<file path="src/design/ccr_pkg.sv">
package ccr_pkg;

  localparam int COLOR_W = 24;
  localparam int LUM_W = 17;
  localparam int RATIO_W = 17;
  localparam int PROD_W = 33;
  localparam int SUM_W = 34;
  localparam int QUEUE_DEPTH = 4;

  localparam logic [LUM_W-1:0] OFFSET_005 = 17'd3277;
  localparam logic [RATIO_W-1:0] RATIO_MAX = 17'h1FFFF;

  // Q0.16 luminance weights, summing to exactly 1.0
  localparam logic [15:0] WEIGHT_R = 16'd13933;
  localparam logic [15:0] WEIGHT_G = 16'd46871;
  localparam logic [15:0] WEIGHT_B = 16'd4732;

  typedef logic [LUM_W-1:0] lum_t;

  typedef struct packed {
    lum_t first;
    lum_t second;
  } lum_pair_t;

  typedef struct packed {
    logic full;
    logic empty;
  } queue_status_t;

  typedef enum logic [1:0] {
    VERDICT_GOOD    = 2'd0,
    VERDICT_WARNING = 2'd1,
    VERDICT_BAD     = 2'd2
  } verdict_t;

  typedef enum logic {
    REG_GOOD_THRESHOLD    = 1'b0,
    REG_WARNING_THRESHOLD = 1'b1
  } cfg_reg_t;

  typedef logic [255:0][LUM_W-1:0] gamma_rom_t;

  // sRGB decode to linear light, Q1.16, rounded to nearest
  function automatic gamma_rom_t build_gamma();
    gamma_rom_t rom;
    real x;
    real v;
    for (int c = 0; c < 256; c++) begin
      if (c * 100000 <= 4045 * 255) begin
        rom[c] = LUM_W'((13107200 * c + 329460) / 658920);
      end else begin
        x = (1000.0 * c + 14025.0) / 269025.0;
        v = (x ** 2.4) * 65536.0;
        rom[c] = LUM_W'($rtoi(v + 0.5));
      end
    end
    return rom;
  endfunction

  localparam gamma_rom_t GAMMA_ROM = build_gamma();

endpackage

</file>
<file path="src/design/ccr_back.sv">
module ccr_back
  import ccr_pkg::*;
#(
  parameter int RATIO_FRAC_BITS = 12
) (
  input  logic               clk,
  input  logic               rst,
  input  lum_pair_t          head,
  input  queue_status_t      qstat,
  output logic               pop,
  input  logic [RATIO_W-1:0] good_threshold,
  input  logic [RATIO_W-1:0] warning_threshold,
  output logic [RATIO_W-1:0] contrast_ratio,
  output verdict_t           verdict,
  output lum_t               first_luminance,
  output lum_t               second_luminance,
  output logic               out_valid,
  input  logic               out_ready
);

  // ratio stays below 32, so five integer quotient bits suffice
  localparam int QW = RATIO_FRAC_BITS + 5;
  localparam int WW = (QW > RATIO_W) ? QW : RATIO_W;

  logic dv [QW+1];
  logic [QW-1:0] quo [QW+1];
  lum_pair_t lp [QW+1];
  lum_t rem [QW];
  lum_t na [QW];
  lum_t db [QW];

  logic adv;
  lum_t bright, dark;
  logic [WW-1:0] qwide;
  logic [RATIO_W-1:0] sat;
  verdict_t grade;

  assign adv = !out_valid || out_ready;
  assign pop = adv && !qstat.empty;

  assign bright = (head.first > head.second) ? head.first : head.second;
  assign dark = (head.first > head.second) ? head.second : head.first;

  // load numerator, divisor and the partial remainder from the upper numerator bits
  always_ff @(posedge clk) begin
    if (rst) begin
      dv[0] <= 1'b0;
    end else if (adv) begin
      dv[0] <= !qstat.empty;
      na[0] <= bright + OFFSET_005;
      db[0] <= dark + OFFSET_005;
      rem[0] <= LUM_W'((bright + OFFSET_005) >> 5);
      quo[0] <= '0;
      lp[0] <= head;
    end
  end

  // one restoring quotient bit per stage
  for (genvar k = 0; k < QW; k++) begin : g_div
    localparam int P = QW - 1 - k;
    logic dbit;
    logic [LUM_W:0] trial;
    logic [LUM_W+1:0] diff;
    logic take;

    if (P >= RATIO_FRAC_BITS) begin : g_bit
      assign dbit = na[k][P-RATIO_FRAC_BITS];
    end else begin : g_zero
      assign dbit = 1'b0;
    end

    assign trial = {rem[k], dbit};
    assign diff = {1'b0, trial} - {2'b00, db[k]};
    assign take = !diff[LUM_W+1];

    always_ff @(posedge clk) begin
      if (rst) begin
        dv[k+1] <= 1'b0;
      end else if (adv) begin
        dv[k+1] <= dv[k];
        quo[k+1] <= {quo[k][QW-2:0], take};
        lp[k+1] <= lp[k];
      end
    end

    if (k < QW - 1) begin : g_pass
      always_ff @(posedge clk) begin
        if (adv) begin
          na[k+1] <= na[k];
          db[k+1] <= db[k];
          rem[k+1] <= take ? diff[LUM_W-1:0] : trial[LUM_W-1:0];
        end
      end
    end
  end

  assign qwide = WW'(quo[QW]);
  assign sat = (qwide > WW'(RATIO_MAX)) ? RATIO_MAX : qwide[RATIO_W-1:0];

  always_comb begin
    if (sat >= good_threshold) grade = VERDICT_GOOD;
    else if (sat >= warning_threshold) grade = VERDICT_WARNING;
    else grade = VERDICT_BAD;
  end

  always_ff @(posedge clk) begin
    if (rst) begin
      out_valid <= 1'b0;
    end else if (adv) begin
      out_valid <= dv[QW];
      contrast_ratio <= sat;
      verdict <= grade;
      first_luminance <= lp[QW].first;
      second_luminance <= lp[QW].second;
    end
  end

endmodule

</file>
<file path="config.mk">
export PLATFORM = sky130hd
export DESIGN_NAME = ccr_back
export DESIGN_NICKNAME = d
export VERILOG_FILES = /design/src/design/ccr_pkg.sv /design/src/design/ccr_back.sv
export SDC_FILE = /design/constraint.sdc
export NUM_CORES = 2
export LEC_CHECK = 0
export ABC_AREA = 1
export BUFFER_PORTS_ARGS = -buffer_cell sky130_fd_sc_hd__buf_2
export CORE_ASPECT_RATIO = 1.25
export CORE_MARGIN = 5
export CORE_UTILIZATION = 55
export CTS_CLUSTER_DIAMETER = 80
export DETAILED_ROUTE_END_ITERATION = 8
export GPL_TIMING_DRIVEN = 0
export PLACE_DENSITY = 0.68
export SYNTH_ARGS = -nofsm -noshare
export SYNTH_HDL_FRONTEND = slang
export SYNTH_SLANG_ARGS = --single-unit
</file>
<file path="constraint.sdc">
create_clock -name clk -period 82.6 [get_ports clk]
set_clock_uncertainty 0.2 [all_clocks]
set_input_delay 16.52 -clock clk [delete_from_list [all_inputs] [get_ports clk]]
set_output_delay 16.52 -clock clk [all_outputs]
set_load 0.02 [all_outputs]
</file>
; After elaboration in Yosys (flattened, before gate mapping)
; Memory sizes are Yosys's and may differ from the RTL's. A register that Yosys moved wholly into a read port is not among the register bits.
; Index checks and enable logic that the tools add are counted.
[word_totals]
ff_bits = 19
output_inout_bits = 55
ram_bits = 1803
mem_count = 6
wordCells = 116
[memory_table]
columns = memory, depth, width, read_ports, rd_ports_with_merged_regs, write_ports, line
row1 = lp, 18, 34, 18, 1, 18, ccr_back.sv:27  ; lum_pair_t lp [QW+1];
row2 = quo, 18, 17, 18, 0, 18, ccr_back.sv:26  ; logic [QW-1:0] quo [QW+1];
row3 = db, 17, 17, 17, 0, 17, ccr_back.sv:30  ; lum_t db [QW];
row4 = na, 17, 17, 16, 0, 17, ccr_back.sv:29  ; lum_t na [QW];
row5 = rem, 17, 17, 17, 0, 17, ccr_back.sv:28  ; lum_t rem [QW];
row6 = dv, 18, 1, 18, 1, 18, ccr_back.sv:25  ; logic dv [QW+1];
[op_classes]
n_mux = 44
order_cmp = 4
n_reduce_logical = 22
bitwise_logic = 19
n_addsub = 19
[op_table]
columns = op, n
row1 = $mux W17, 19
row2 = $sub A18 B17 Y19, 17
row3 = $add A17 B12 Y17 const B, 2
row4 = $ge A17 B17 Y1, 2
row5 = $mux W1, 24
row6 = $logic_not A1 Y1, 19
row7 = $or A1 B1 Y1, 18
row8 = $gt A17 B17 Y1, 1
row9 = $gt A17 B17 Y1 const B, 1
row10 = $mux W2, 1
row11 = $reduce_and A2 Y1, 1
row12 = $logic_and A1 B1 Y1, 1
row13 = $logic_or A1 B1 Y1, 1
row14 = $not A1 Y1, 1

; Depth between registers and ports, before layout
[logic_depth]
depth_word = 6
ltp_mapped = 23

; Worst setup path before layout
; Ideal clock, no wire load.
[synth_path]
path_type = input to register
startpoint = input port out_ready
endpoint = memory dv[0], data pin
path_slack_ns = 19.428
t_arrival_ns = 62.826
path_stages = 5
path_buffers = 1
cell_sequence = nor2_1 -> nor2_1 -> clkinv_1 -> clkbuf_1 -> nor2_1
[synth_rtl]
columns = element, line
row1 = from (decl), ccr_back.sv:18  ; input logic out_ready
row2 = to (decl), ccr_back.sv:25

; Final worst setup path
[layout_path]
startpoint = input port out_ready
endpoint = output port pop
[layout_via]
elab_chain_cells = 2
[layout_rtl]
columns = element, line
row1 = $logic_or A1 B1 Y1, ccr_back.sv:38  ; assign adv = !out_valid || out_ready;
row2 = $logic_and A1 B1 Y1, ccr_back.sv:39  ; assign pop = adv && !qstat.empty;
row3 = to (decl), ccr_back.sv:10  ; output logic pop,
; No other way between the ends.

==> results.cfg <==
[power_and_ir_drop]
max-vdd-ir-drop_mv = 0.0221
p_total_w = 0.00252
p_leak_nw = 28.4
p_per_area_nw_per_um2 = 36.4

[setup_path]
ff2ff_path_depth = 14
endpoint_kind = output pin
crit_type = primary input to output pin
rrSetupSlack_ns = 79.12
r2r_start = rem[0][119]$_SDFFCE_PP0N_
cp_max_fo = 4
arrival_ns = 17.39
rr_endpoint = rem[1][12]$_DFFE_PN_
startpoint_type = primary input
worstPathRequired_ns = 65.88

[status]
status = completed

[clock_tree]
cts_root_buf = clkbuf_16
cts_buffers = 141
cts_resized = 0
clock_latency_ns = 0.77
clock_path_buffers = 3
clk_pin_slew_ns = 0.06
htreeDepth = 4
cts_setup_buffers = 0
cts_sinks = 1425
cts_hold_buffers = 0
cts_tree = built

[sta]
fin_crit_sh_pct = 41.3
slew_headroom_pct = 51.7
finalSetupTns_ns = 0
fin_ws_ns = 48.49
slew_viol_final = 0
rsz0062_at_grt = no
max_slew.worst_pin.slew_ns = 0.717
min_period_ns = 34.11
hold_viol = 0
setup_violations = 0
fmax_ghz = 0.0293

[place]
place_worst_setup_slack_ns = 48.48
place.gp.congestion = 0.895
port_buffers = 126
place_inst = 6412
dp_hpwl_mm = 76.5

[route]
vias = 34446
vias_per_cell = 5.17
drtIter0Drc = 2163
drt_wl_total_mm = 110
drc = 0
ant_nets = 0
post_drt_wl_per_cell_um = 16.5
firstDrtPassIters = 6

[synth]
muxShareOfSynthArea_pct = 0
synthTopCellsByCount = edfxtp_1 (1424), nand2_1 (791), inv_1 (611)
synth_top_area_cell = edfxtp_1
ys_warn_count = 0
syn_inst = 4795
yosysSeqAreaShare_pct = 69.6
synth_compound_area_share_pct = 6.78
synth_seq_cells = 1425
synth-xor-area-share_pct = 2.78
synthTopCellsByArea = edfxtp_1 (70%), ha_1 (6.6%), nand2_1 (4.8%), inv_1 (3.7%), a21oi_1 (3.0%)
synth_top_area_share_pct = 69.6
synthAdderAreaFrac_pct = 7.16
synth_edf_count = 1424
async_flop_share_pct = 0
syn-cell-area_um2 = 61500
syn_avg_cell_area_um2 = 12.8
synthFlopType = edfxtp_1
ys_types = 46
yosys.area_share.simple_pct = 9.21
synth_top_family_by_area = simple AND/OR/NAND/NOR gates
synth.most_common_cell = edfxtp_1

[global_route]
grt_max_degree = 138
overflow = 0
grt_pass1_wl_mm = 177
grt_pass1_vias = 34933
antenna_found_initial = 2
gr-usage-all-layers_pct = 18.8

[floorplan]
initial_core_util_pct = 55.3
fp.dieW_um = 309
die-area_um2 = 119000
die_h_um = 384
core_area_um2 = 111000
num_rows = 137
io_pins = 128

[worst_hold_path]
hold_depth = 0
holdPathEnd = quo[11][3]$_DFFE_PP_
hold_class = flop to flop
hold_path_startpoint = quo[10][2]$_DFFE_PP_

[cells_and_area]
final_cells = 6660
final_layout_size_suffix_gt1_share_pct = 8.85
final_nets = 5511
synthToLayoutAreaGrowth_pct = 12.5
final_core_util_pct = 62.1
fillers = 8414

[job]
drv_cap = 0
## layout make-up
cell class                      instances  area [um2]  share of cell area [%]
Clock buffer                          169        3650                    5.29
Sequential cell                      1425       42800                    61.9
Antenna cell                            1        2.50                 0.00362
Buffer                                 75         395                   0.572
Clock inverter                         78         868                    1.26
Inverter                              626        2360                    3.41
Tap cell                             1459        1830                    2.64
Timing Repair Buffer                  157        1300                    1.87
Multi-Input combinational cell       2670       16000                    23.1
## cell families after synthesis
logic type	count (synthesis)
buf+inv	701
fa+ha+maj	342
other cells	1
compound gates	750
flops	1425
simple gates	1381
xor+xnor	195
## cells in the final DEF (no fill, tap or decap), types with 16 or more instances in the layout
cell type,synthesis,layout
xnor2_1,110,110
clkinv_1,1,30
nand2_2,19,19
xor2_1,85,85
clkbuf_1,47,74
nand4_1,31,31
ha_1,326,326
fa_1,16,16
buf_2,13,139
a31oi_1,26,26
a21oi_1,366,366
a21o_1,26,26
o21ai_0,192,192
nor3_1,42,42
o21ai_2,18,18
nand2_1,791,791
o31ai_1,16,16
clkbuf_16,0,142
nor2_1,324,323
o21ai_1,52,52
a21boi_0,16,16
edfxtp_1,1424,1424
inv_1,611,610
buf_12,0,25
nand3_1,140,140
## sequential cells by signal, summed over array words and instances, names as in the netlist
signal	cells
rem	273
out_valid	1
second_luminance	17
na	26
lp	612
contrast_ratio	17
quo	153
db	289
dv	18
verdict	2
first_luminance	17
## layer usage
metal	GRT usage [%]	wire, um	up-vias
met2	35.6	60100	598
li1	-	-	17367
met5	0	13	-
met3	3.31	3800	241
met4	7.47	4160	2
met1	20.7	41900	16238
## power by group
group	internal [W]	switching, W	total (W)
sequential	0.000991	0.0000688	0.00106
clock	0.000346	0.000273	0.000619
combinational	0.000322	0.000516	0.000838
## worst max path at each step
| stage | from | endpoint | slack [ns] |
|---|---|---|---|
| finish | out_ready | pop | 48.49 |
| global route | out_ready | pop | 48.47 |
| CTS | out_ready | pop | 48.49 |
| detailed placement | out_ready | pop | 48.48 |
| global placement | out_ready | dv[16]$_SDFFCE_PN0P_ | 2.45 |
| floorplan | out_ready | dv[0]$_DFFE_PP_ | 19.43 |
## critical path, stage by stage
cell	delay, ns
buf_2	0.10
nor2_1	0.51
nor2_1	0.07
buf_2	0.18
## per-stage QoR
stage / hold WS, ns / cell area [um2]
after floorplan: 0.200 / 61500
after global placement: 0.200 / 63900
after detailed placement: 0.205 / 64600
after CTS: 0.182 / 69100
after global routing: 0.196 / 69100
final: 0.184 / 69100
(Power assumes the default switching activity.)
