<file path="config.mk">
export PLATFORM = sky130hd
export DESIGN_NAME = ccr_queue
export DESIGN_NICKNAME = d
export VERILOG_FILES = /design/src/design/ccr_pkg.sv /design/src/design/ccr_queue.sv
export SDC_FILE = /design/constraint.sdc
export NUM_CORES = 1
export LEC_CHECK = 0
export CORE_ASPECT_RATIO = 1.2
export CORE_MARGIN = 1.5
export CORE_UTILIZATION = 32
export DETAILED_ROUTE_END_ITERATION = 16
export DONT_BUFFER_PORTS = 1
export SLEW_MARGIN = 20
export SYNTH_ARGS = -nofsm -noshare
export SYNTH_HDL_FRONTEND = slang
export SYNTH_SLANG_ARGS = --single-unit
</file>
<file path="constraint.sdc">
create_clock -name clk -period 6.17 [get_ports clk]
set_clock_uncertainty 0.2 [all_clocks]
set_input_delay 1.234 -clock clk [delete_from_list [all_inputs] [get_ports clk]]
set_output_delay 1.234 -clock clk [all_outputs]
set_load 0.01 [all_outputs]
</file>
<file path="src/design/ccr_pkg.sv">
package ccr_pkg;

  localparam int COLOR_W = 24;
  localparam int LUM_W = 17;
  localparam int RATIO_W = 17;
  localparam int PROD_W = 33;
  localparam int SUM_W = 34;
  localparam int QUEUE_DEPTH = 4;

  localparam logic [LUM_W-1:0] OFFSET_005 = 17'd3277;
  localparam logic [RATIO_W-1:0] RATIO_MAX = 17'h1FFFF;

  // Q0.16 luminance weights, summing to exactly 1.0
  localparam logic [15:0] WEIGHT_R = 16'd13933;
  localparam logic [15:0] WEIGHT_G = 16'd46871;
  localparam logic [15:0] WEIGHT_B = 16'd4732;

  typedef logic [LUM_W-1:0] lum_t;

  typedef struct packed {
    lum_t first;
    lum_t second;
  } lum_pair_t;

  typedef struct packed {
    logic full;
    logic empty;
  } queue_status_t;

  typedef enum logic [1:0] {
    VERDICT_GOOD    = 2'd0,
    VERDICT_WARNING = 2'd1,
    VERDICT_BAD     = 2'd2
  } verdict_t;

  typedef enum logic {
    REG_GOOD_THRESHOLD    = 1'b0,
    REG_WARNING_THRESHOLD = 1'b1
  } cfg_reg_t;

  typedef logic [255:0][LUM_W-1:0] gamma_rom_t;

  // sRGB decode to linear light, Q1.16, rounded to nearest
  function automatic gamma_rom_t build_gamma();
    gamma_rom_t rom;
    real x;
    real v;
    for (int c = 0; c < 256; c++) begin
      if (c * 100000 <= 4045 * 255) begin
        rom[c] = LUM_W'((13107200 * c + 329460) / 658920);
      end else begin
        x = (1000.0 * c + 14025.0) / 269025.0;
        v = (x ** 2.4) * 65536.0;
        rom[c] = LUM_W'($rtoi(v + 0.5));
      end
    end
    return rom;
  endfunction

  localparam gamma_rom_t GAMMA_ROM = build_gamma();

endpackage

</file>
<file path="src/design/ccr_queue.sv">
module ccr_queue
  import ccr_pkg::*;
(
  input  logic          clk,
  input  logic          rst,
  input  logic          push,
  input  lum_pair_t     wr_data,
  input  logic          pop,
  output lum_pair_t     rd_data,
  output queue_status_t qstat
);

  localparam int PTR_W = $clog2(QUEUE_DEPTH);
  localparam int CNT_W = $clog2(QUEUE_DEPTH + 1);

  lum_pair_t entries [QUEUE_DEPTH];
  logic [PTR_W-1:0] wr_ptr, rd_ptr;
  logic [CNT_W-1:0] count;

  assign qstat.full = (count == CNT_W'(QUEUE_DEPTH));
  assign qstat.empty = (count == '0);
  assign rd_data = entries[rd_ptr];

  always_ff @(posedge clk) begin
    if (push) begin
      entries[wr_ptr] <= wr_data;
    end
  end

  always_ff @(posedge clk) begin
    if (rst) begin
      wr_ptr <= '0;
      rd_ptr <= '0;
      count <= '0;
    end else begin
      if (push) wr_ptr <= wr_ptr + 1'b1;
      if (pop) rd_ptr <= rd_ptr + 1'b1;
      case ({push, pop})
        2'b10: count <= count + 1'b1;
        2'b01: count <= count - 1'b1;
        default: count <= count;
      endcase
    end
  end

endmodule

</file>
== After elaboration in Yosys (flattened, before gate mapping) ==
Memory sizes are Yosys's and may differ from the RTL's. A register that Yosys moved wholly into a read port is not among the register bits.
Cells that the tools add are included.

* Flip-flop bits (word level): 7
* Latch bits: 0
* Memory bits (writable): 136
* Bits in read-only memories: 0
* Input port bits: 38
* Output and inout port bits: 36
* Word-level logic and storage cells: 18
* Memories: 1

{| class="wikitable"
|+ Memories
! name !! words !! width !! read ports !! clocked after Yosys merged registers in !! write ports !! line !! text
|-
| entries || 4 || 34 || 1 || 1 || 1 || ccr_queue.sv:16 || <nowiki>lum_pair_t entries [QUEUE_DEPTH];</nowiki>
|}

* Add/subtract/negate cells: 4
* Multiply operators: 0
* Divide/modulo/power cells: 0
* Magnitude comparators: 0
* Equality and inequality tests: 3
* Shift operators: 0
* Multiplexer cells: 5
* Bitwise gates (word level): 0
* Reductions and logical operators: 2

{| class="wikitable"
|+ Operators with widths
! cell !! count
|-
| 3-bit one-hot mux with 2 select lines || 1
|-
| 2-bit by 1-bit adder with 2-bit output (second input constant) || 2
|-
| 2-bit two-way mux || 2
|-
| 3-bit by 1-bit adder with 3-bit output (second input constant) || 1
|-
| 3-bit == test (second input constant) || 1
|-
| 3-bit zero test || 1
|-
| 3-bit by 1-bit subtractor with 3-bit output (second input constant) || 1
|-
| 2-bit by 1-bit == test with 1-bit output (second input constant) || 1
|-
| 2-bit == test (second input constant) || 1
|-
| 1-bit two-way mux || 2
|-
| 2-bit nonzero test || 1
|}

== Longest topological paths before layout ==
Gate-level depths: netlist (run 1).

* Depth in word-level cells: 3
* Gate-level depth with buffers: 7
* Gate-level depth less buffers: 7

== Worst setup path before layout (run 1) ==
Ideal clock, no wire load.

* Path kind: input-to-reg
* From: input port push
* To: register count[2]
* Setup time: 70 ps
* Arrival time: 2,413 ps
* Data required time: 5,900 ps
* Path slack: 3,487 ps
* Stages on the path: 7
* Buffers on the path: 0
* Path through: inv_1 -> ha_1 -> inv_1 -> fa_1 -> xor2_1 -> or3_1 -> a21oi_1

* Word-level cells in the longest chain between the ends: 2
* Elaborated cells between the ends (all ways): 4
* Those cells by class: eq/ne: 2; mux: 1; reduce/logical: 1

{| class="wikitable"
|+ Ends and longest elaborated chain
! item !! line !! text
|-
| from (decl) || ccr_queue.sv:6 || <nowiki>input logic push,</nowiki>
|-
| 2-bit by 1-bit == test with 1-bit output or 2-bit == test (tied branches) || ccr_queue.sv:38 || <nowiki>case ({push, pop})</nowiki>
|-
| 3-bit one-hot mux with 2 select lines or 2-bit nonzero test (tied branches) || n/a ||
|-
| to (signal assigned) || ccr_queue.sv:39 || <nowiki>2'b10: count <= count + 1'b1;</nowiki>
|-
| to (signal assigned) || ccr_queue.sv:40 || <nowiki>2'b01: count <= count - 1'b1;</nowiki>
|-
| to (signal assigned) || ccr_queue.sv:41 || <nowiki>default: count <= count;</nowiki>
|-
| to (decl) || ccr_queue.sv:18 || <nowiki>logic [CNT_W-1:0] count;</nowiki>
|}

Several ways; a longest one is shown, not always the timed one.
A chain may end at the register's enable or synchronous reset.

==> results.toml, run 1 <==
[clock_network]
clock-sinks = 145
ctsLongestPathBuffers = 2
cts_tree = "done"
clk_latency_ns = 0.41
cts_resized = 0
hold_buffers = 0
postCtsSetupRepairBufs = 0
root_buffer = "clkbuf_16"
path_clk_slew_ns = 0.06
cts_htree_levels = 4
cts_made_buffers = 17

[floorplan]
start_util = 0.3299
io_pins = 74
die_area_um2 = 17630
num_rows = 51
die_y_um = 145.2
die_w_um = 121.5
core_area_um2 = 16340

[critical_path]
endpoint_kind = "output port"
critPathMaxStageDelay_ns = 0.70
critical_path_class = "reg2out"
arrival_ns = 2.19
cp.required_ns = 4.74
crit_slowest_cell = "mux4_1"
crit_chain = "buf_4, mux4_1"
cp-start-kind = "register"
worst-path-max-fanout = 25

[route]
firstDrtPassIters = 5
avgViaCountPerCell = 4.738
detail_route.wl_per_cell_um = 19.62
vias = 2184
ant_nets = 0
drt-total-wl_um = 9044
route.detailed.drc = 0
drt_iter0_drc = 147

[sta]
slew_violations = 0
fin_crit_sh = 0.5881
setup_viol_count_final = 0
max_freq_ghz = 0.2756
period_needed_ns = 3.629
setup_slack_ns = 2.541
rsz0062_at_grt = "no"
setup_tns_ns = 0
tightest_slew_ns = 1.051
slew_headroom = 0.2992
finalHoldViolCount = 0

[final_layout]
antenna_cells = 0
drive_above_1_share = 0.2651
postLayoutCoreUtil = 0.3733
final_nets = 280
area_delta_synth_final_pct = 13.16

[place]
post-place-ws_ns = 2.890
post-dp-hpwl_um = 5066
io_buffers = 0
place_congestion = 0.6530

[yosys]
synth_nets = 269
synth-main-ff-cell = "edfxtp_1"
netlist_top_cells_count = "136 x edfxtp_1, 30 x mux4_2, 9 x dfxtp_1"
ys_ff_latch = 145
yosys.cell_types.count = 22
syn_avg_cell_area_um2 = 23.95
synth-edff-count = 136
synth_area_leader_cell = "edfxtp_1"
yosys.cell_count.top_type = "edfxtp_1"
synth_top_area_frac = 0.7578
syn-instance-count = 225
synth_area_um2 = 5389
synthTopCellsByArea = "edfxtp_1 76%, mux4_2 13%, dfxtp_1 3.3%, mux4_1 2.0%, ha_1 1.2%"
ys_seq_area_frac = 0.7913
yosys_warnings = 0
synthArstFlopShare = 0

[run_status]
status = "finished clean"

[global_routing]
grtUsageTotal = 0.1133
grt_overflow = 0
grt_first_pass_wirelength_um = 14170
antenna_found_initial = 0
grt_start_max_net_pins = 35
grt_pass1_vias = 2401

[power]
ir_drop_uv = 153.4
powerDensity_nw_per_um2 = 359.6
total_power_mw = 2.193
power_leakage_nw = 1.893

[hold_path]
hold_path_class = "reg2reg"

[flow_run]
maxCapViolCount = 0
-- cells by family after synthesis --
kind of cell | count (synthesis) | share of synthesized area
AO/OA/AOI/OAI | 3 | 0.002785
XOR/XNOR | 5 | 0.008128
adder cells (fa/ha/maj) | 6 | 0.01532
buffers and inverters | 15 | 0.02159
flip-flops | 145 | 0.7913
multiplexers | 35 | 0.1467
AND/OR/NAND/NOR | 16 | 0.01416
-- through the flow --
| stage | area (um^2) | cells | hold WS [ns] |
|---|---|---|---|
| 5_1_grt | 6098 | 461 | 0.3500 |
| 3_3_place_gp | 5575 | 429 | 0.2786 |
| 3_5_place_dp | 5575 | 429 | 0.2964 |
| 4_1_cts | 6098 | 461 | 0.3067 |
| 2_1_floorplan | 5389 | 225 | 0.2669 |
| 6_report | 6098 | 461 | 0.3239 |
-- worst paths after layout --
path | from | to | slack [ns] | cells past startpoint
max | register | rd_data[27] | 2.54 | 2
min | count[2] | count[2] | 0.32 | 2
max reg2reg | wr_ptr[0] | entries[1][24] | 4.18 | 2
min reg2reg | count[2] | count[2] | 0.32 | 2
-- where the power goes --
| part | internal [mW] | leakage (nW) | switching (mW) |
|---|---|---|---|
| sequential | 1.13 | 1.32 | 0.0234 |
| clock | 0.513 | 0.239 | 0.383 |
| combinational | 0.0625 | 0.330 | 0.0811 |
| total | 1.71 | 1.89 | 0.488 |
-- cell type report --
| type | count | area, um^2 |
|---|---|---|
| flip-flops and latches | 145 | 4267 |
| inverters | 6 | 22.52 |
| clock buffers | 20 | 436.7 |
| clock inverters | 12 | 86.33 |
| multi-input cells | 65 | 1013 |
| fillers | 1537 | 10240 |
| well taps | 212 | 265.3 |
| repair buffers | 1 | 7.507 |
-- worst max-delay path: cells and delay by family, from the launching register on --
family                 cells  cell delay [ns]
buffers and inverters      1             0.51
flip-flops                 1             0.54
multiplexers               1             0.70
-- per-layer routing --
| metal | global-route usage | share of wire |
|---|---|---|
| met5 | 0 | 0 |
| met4 | 0.04588 | 0.014 |
| met3 | 0.05896 | 0.083 |
| met2 | 0.1825 | 0.52 |
| met1 | 0.1255 | 0.39 |
-- sequential cells by signal, indices dropped and copies added (netlist names), named ones only --
register and cells:
wr_ptr 2, entries 136, rd_ptr 2, count 3
-- layout by cell type, fill, tap and decap left out, types with 3 or more instances in the layout --
cell type and n:
and2_2 4, clkbuf_1 3, clkbuf_16 17, clkinv_2 3, clkinvlp_4 6, dfxtp_1 7, edfxtp_1 136, ha_1 5
inv_1 6, mux4_1 4, mux4_2 30, nor2_1 8, xor2_1 3
(Power assumes the default switching activity.)
==> inputs of run 2 (changes only) <==
clock period = 3.1 ns   (was 6.17 ns; I/O delays follow)
==> results.toml, run 2 (same netlist as run 1, synthesis figures left out) <==
[route]
firstDrtPassIters = 4
detail_route.wl_per_cell_um = 20.48
route.detailed.drc = 0
drt-total-wl_um = 9564
vias = 2207
drt_iter0_drc = 113
ant_nets = 0
avgViaCountPerCell = 4.726

[critical_path]
crit_chain = "buf_4, mux4_1"
endpoint_kind = "output port"
worst-path-max-fanout = 23
crit_slowest_cell = "mux4_1"
critical_path_class = "reg2out"
cp.required_ns = 2.28
cp-start-kind = "register"
crit_family = "multiplexers"
path_buf_inv = 1
critPathMaxStageDelay_ns = 0.71
arrival_ns = 1.86

[clock_network]
cts_made_buffers = 17
path_clk_slew_ns = 0.06
root_buffer = "clkbuf_16"
clock-sinks = 145
ctsLongestPathBuffers = 2
cts_htree_levels = 4
hold_buffers = 0
postCtsSetupRepairBufs = 0
cts_tree = "done"
cts_resized = 0
clk_latency_ns = 0.41

[global_routing]
grt_first_pass_wirelength_um = 14870
grtUsageTotal = 0.1198
grt_start_max_net_pins = 24
grt_pass1_vias = 2502
grt_overflow = 0
antenna_found_initial = 0

[power]
powerDensity_nw_per_um2 = 752.4
power_leakage_nw = 2.004
ir_drop_uv = 320.3

[sta]
tightest_slew_ns = 0.6340
rsz0062_at_grt = "no"
max_freq_ghz = 0.3735
period_needed_ns = 2.677
setup_tns_ns = 0
setup_viol_count_final = 0
slew_violations = 0
finalHoldViolCount = 0
fin_crit_sh = 0.8637
slew_headroom = 0.5773

[flow_run]
maxCapViolCount = 0

[final_layout]
regMostFlops = "entries"
antenna_cells = 0
largestRegisters = "entries: 136 flops, count: 3 flops"
final_common_cell = "edfxtp_1"
final_cell_mix = "136 x edfxtp_1, 30 x mux4_2, 17 x clkbuf_16"
final_nets = 287
fin_area_um2 = 6300
largest_reg_flops = 136
area_delta_synth_final_pct = 16.90
postLayoutCoreUtil = 0.3856
drive_above_1_share = 0.2824

[floorplan]
start_util = 0.3299
io_pins = 74
die_w_um = 121.5
core_area_um2 = 16340
num_rows = 51
die_area_um2 = 17630
die_y_um = 145.2

[place]
dpl_cell_area_um2 = 5678
place_congestion = 0.6477
io_buffers = 0
post-dp-hpwl_um = 6040

[run_status]
status = "finished clean"

[hold_path]
hold_path_class = "in2reg"
## run 2: worst paths after layout
check / start / endpoint / slack [ns] / cells after the start
worst min register to register: count[2] / count[2] / 0.32 / 2
worst max-delay path: register / rd_data[17] / 0.42 / 2
worst min-delay path: rst / count[1] / 0.07 / 1
worst max register to register: wr_ptr[0] / entries[2][25] / 1.15 / 4
## run 2: per-layer routing
metal | vias to the layer above | GRT usage | routed length (um) | share of wire
met5 | - | 0 | 0 | 0
met4 | 0 | 0.04765 | 144 | 0.015
met3 | 16 | 0.05818 | 770 | 0.081
met2 | 66 | 0.2059 | 5188 | 0.54
met1 | 1162 | 0.1237 | 3460 | 0.36
li1 | 963 | - | - | -
## run 2: final cells by class
cell class	count	area [um^2]
inverter	6	22.52
multi-input combinational	65	1013
tap	212	265.3
fill	1503	10040
clock inverter	13	192.7
clock buffer	18	429.2
timing repair buffer	8	110.1
sequential	145	4267
## run 2: per-stage QoR
| step | setup slack (ns) | std cells | hold slack (ns) | total power [mW] |
|---|---|---|---|---|
| 2_1_floorplan | 1.031 | 225 | 0.2669 | 2.578 |
| 3_3_place_gp | 0.8341 | 436 | 0.2714 | 2.641 |
| 3_5_place_dp | 0.8217 | 436 | 0.3144 | 2.658 |
| 4_1_cts | 0.3591 | 467 | 0.04944 | 4.804 |
| 5_1_grt | 0.2917 | 467 | 0.04214 | 4.909 |
| 6_report | 0.4226 | 467 | 0.07205 | 4.740 |
## run 2: worst reg2reg max path: stages (launching register included)
cell and delay, ns:
dfxtp_1 0.35, inv_1 0.10, ha_1 0.15, and2_2 0.56
buf_4 0.30
## run 2: where the power goes
group / switching [mW] / leakage (nW) / internal (mW) / total, mW
logic: 0.180 / 0.380 / 0.140 / 0.320
clock network: 0.729 / 0.300 / 1.41 / 2.14
registers: 0.0347 / 1.32 / 2.25 / 2.28
total: 0.944 / 2.00 / 3.80 / 4.74
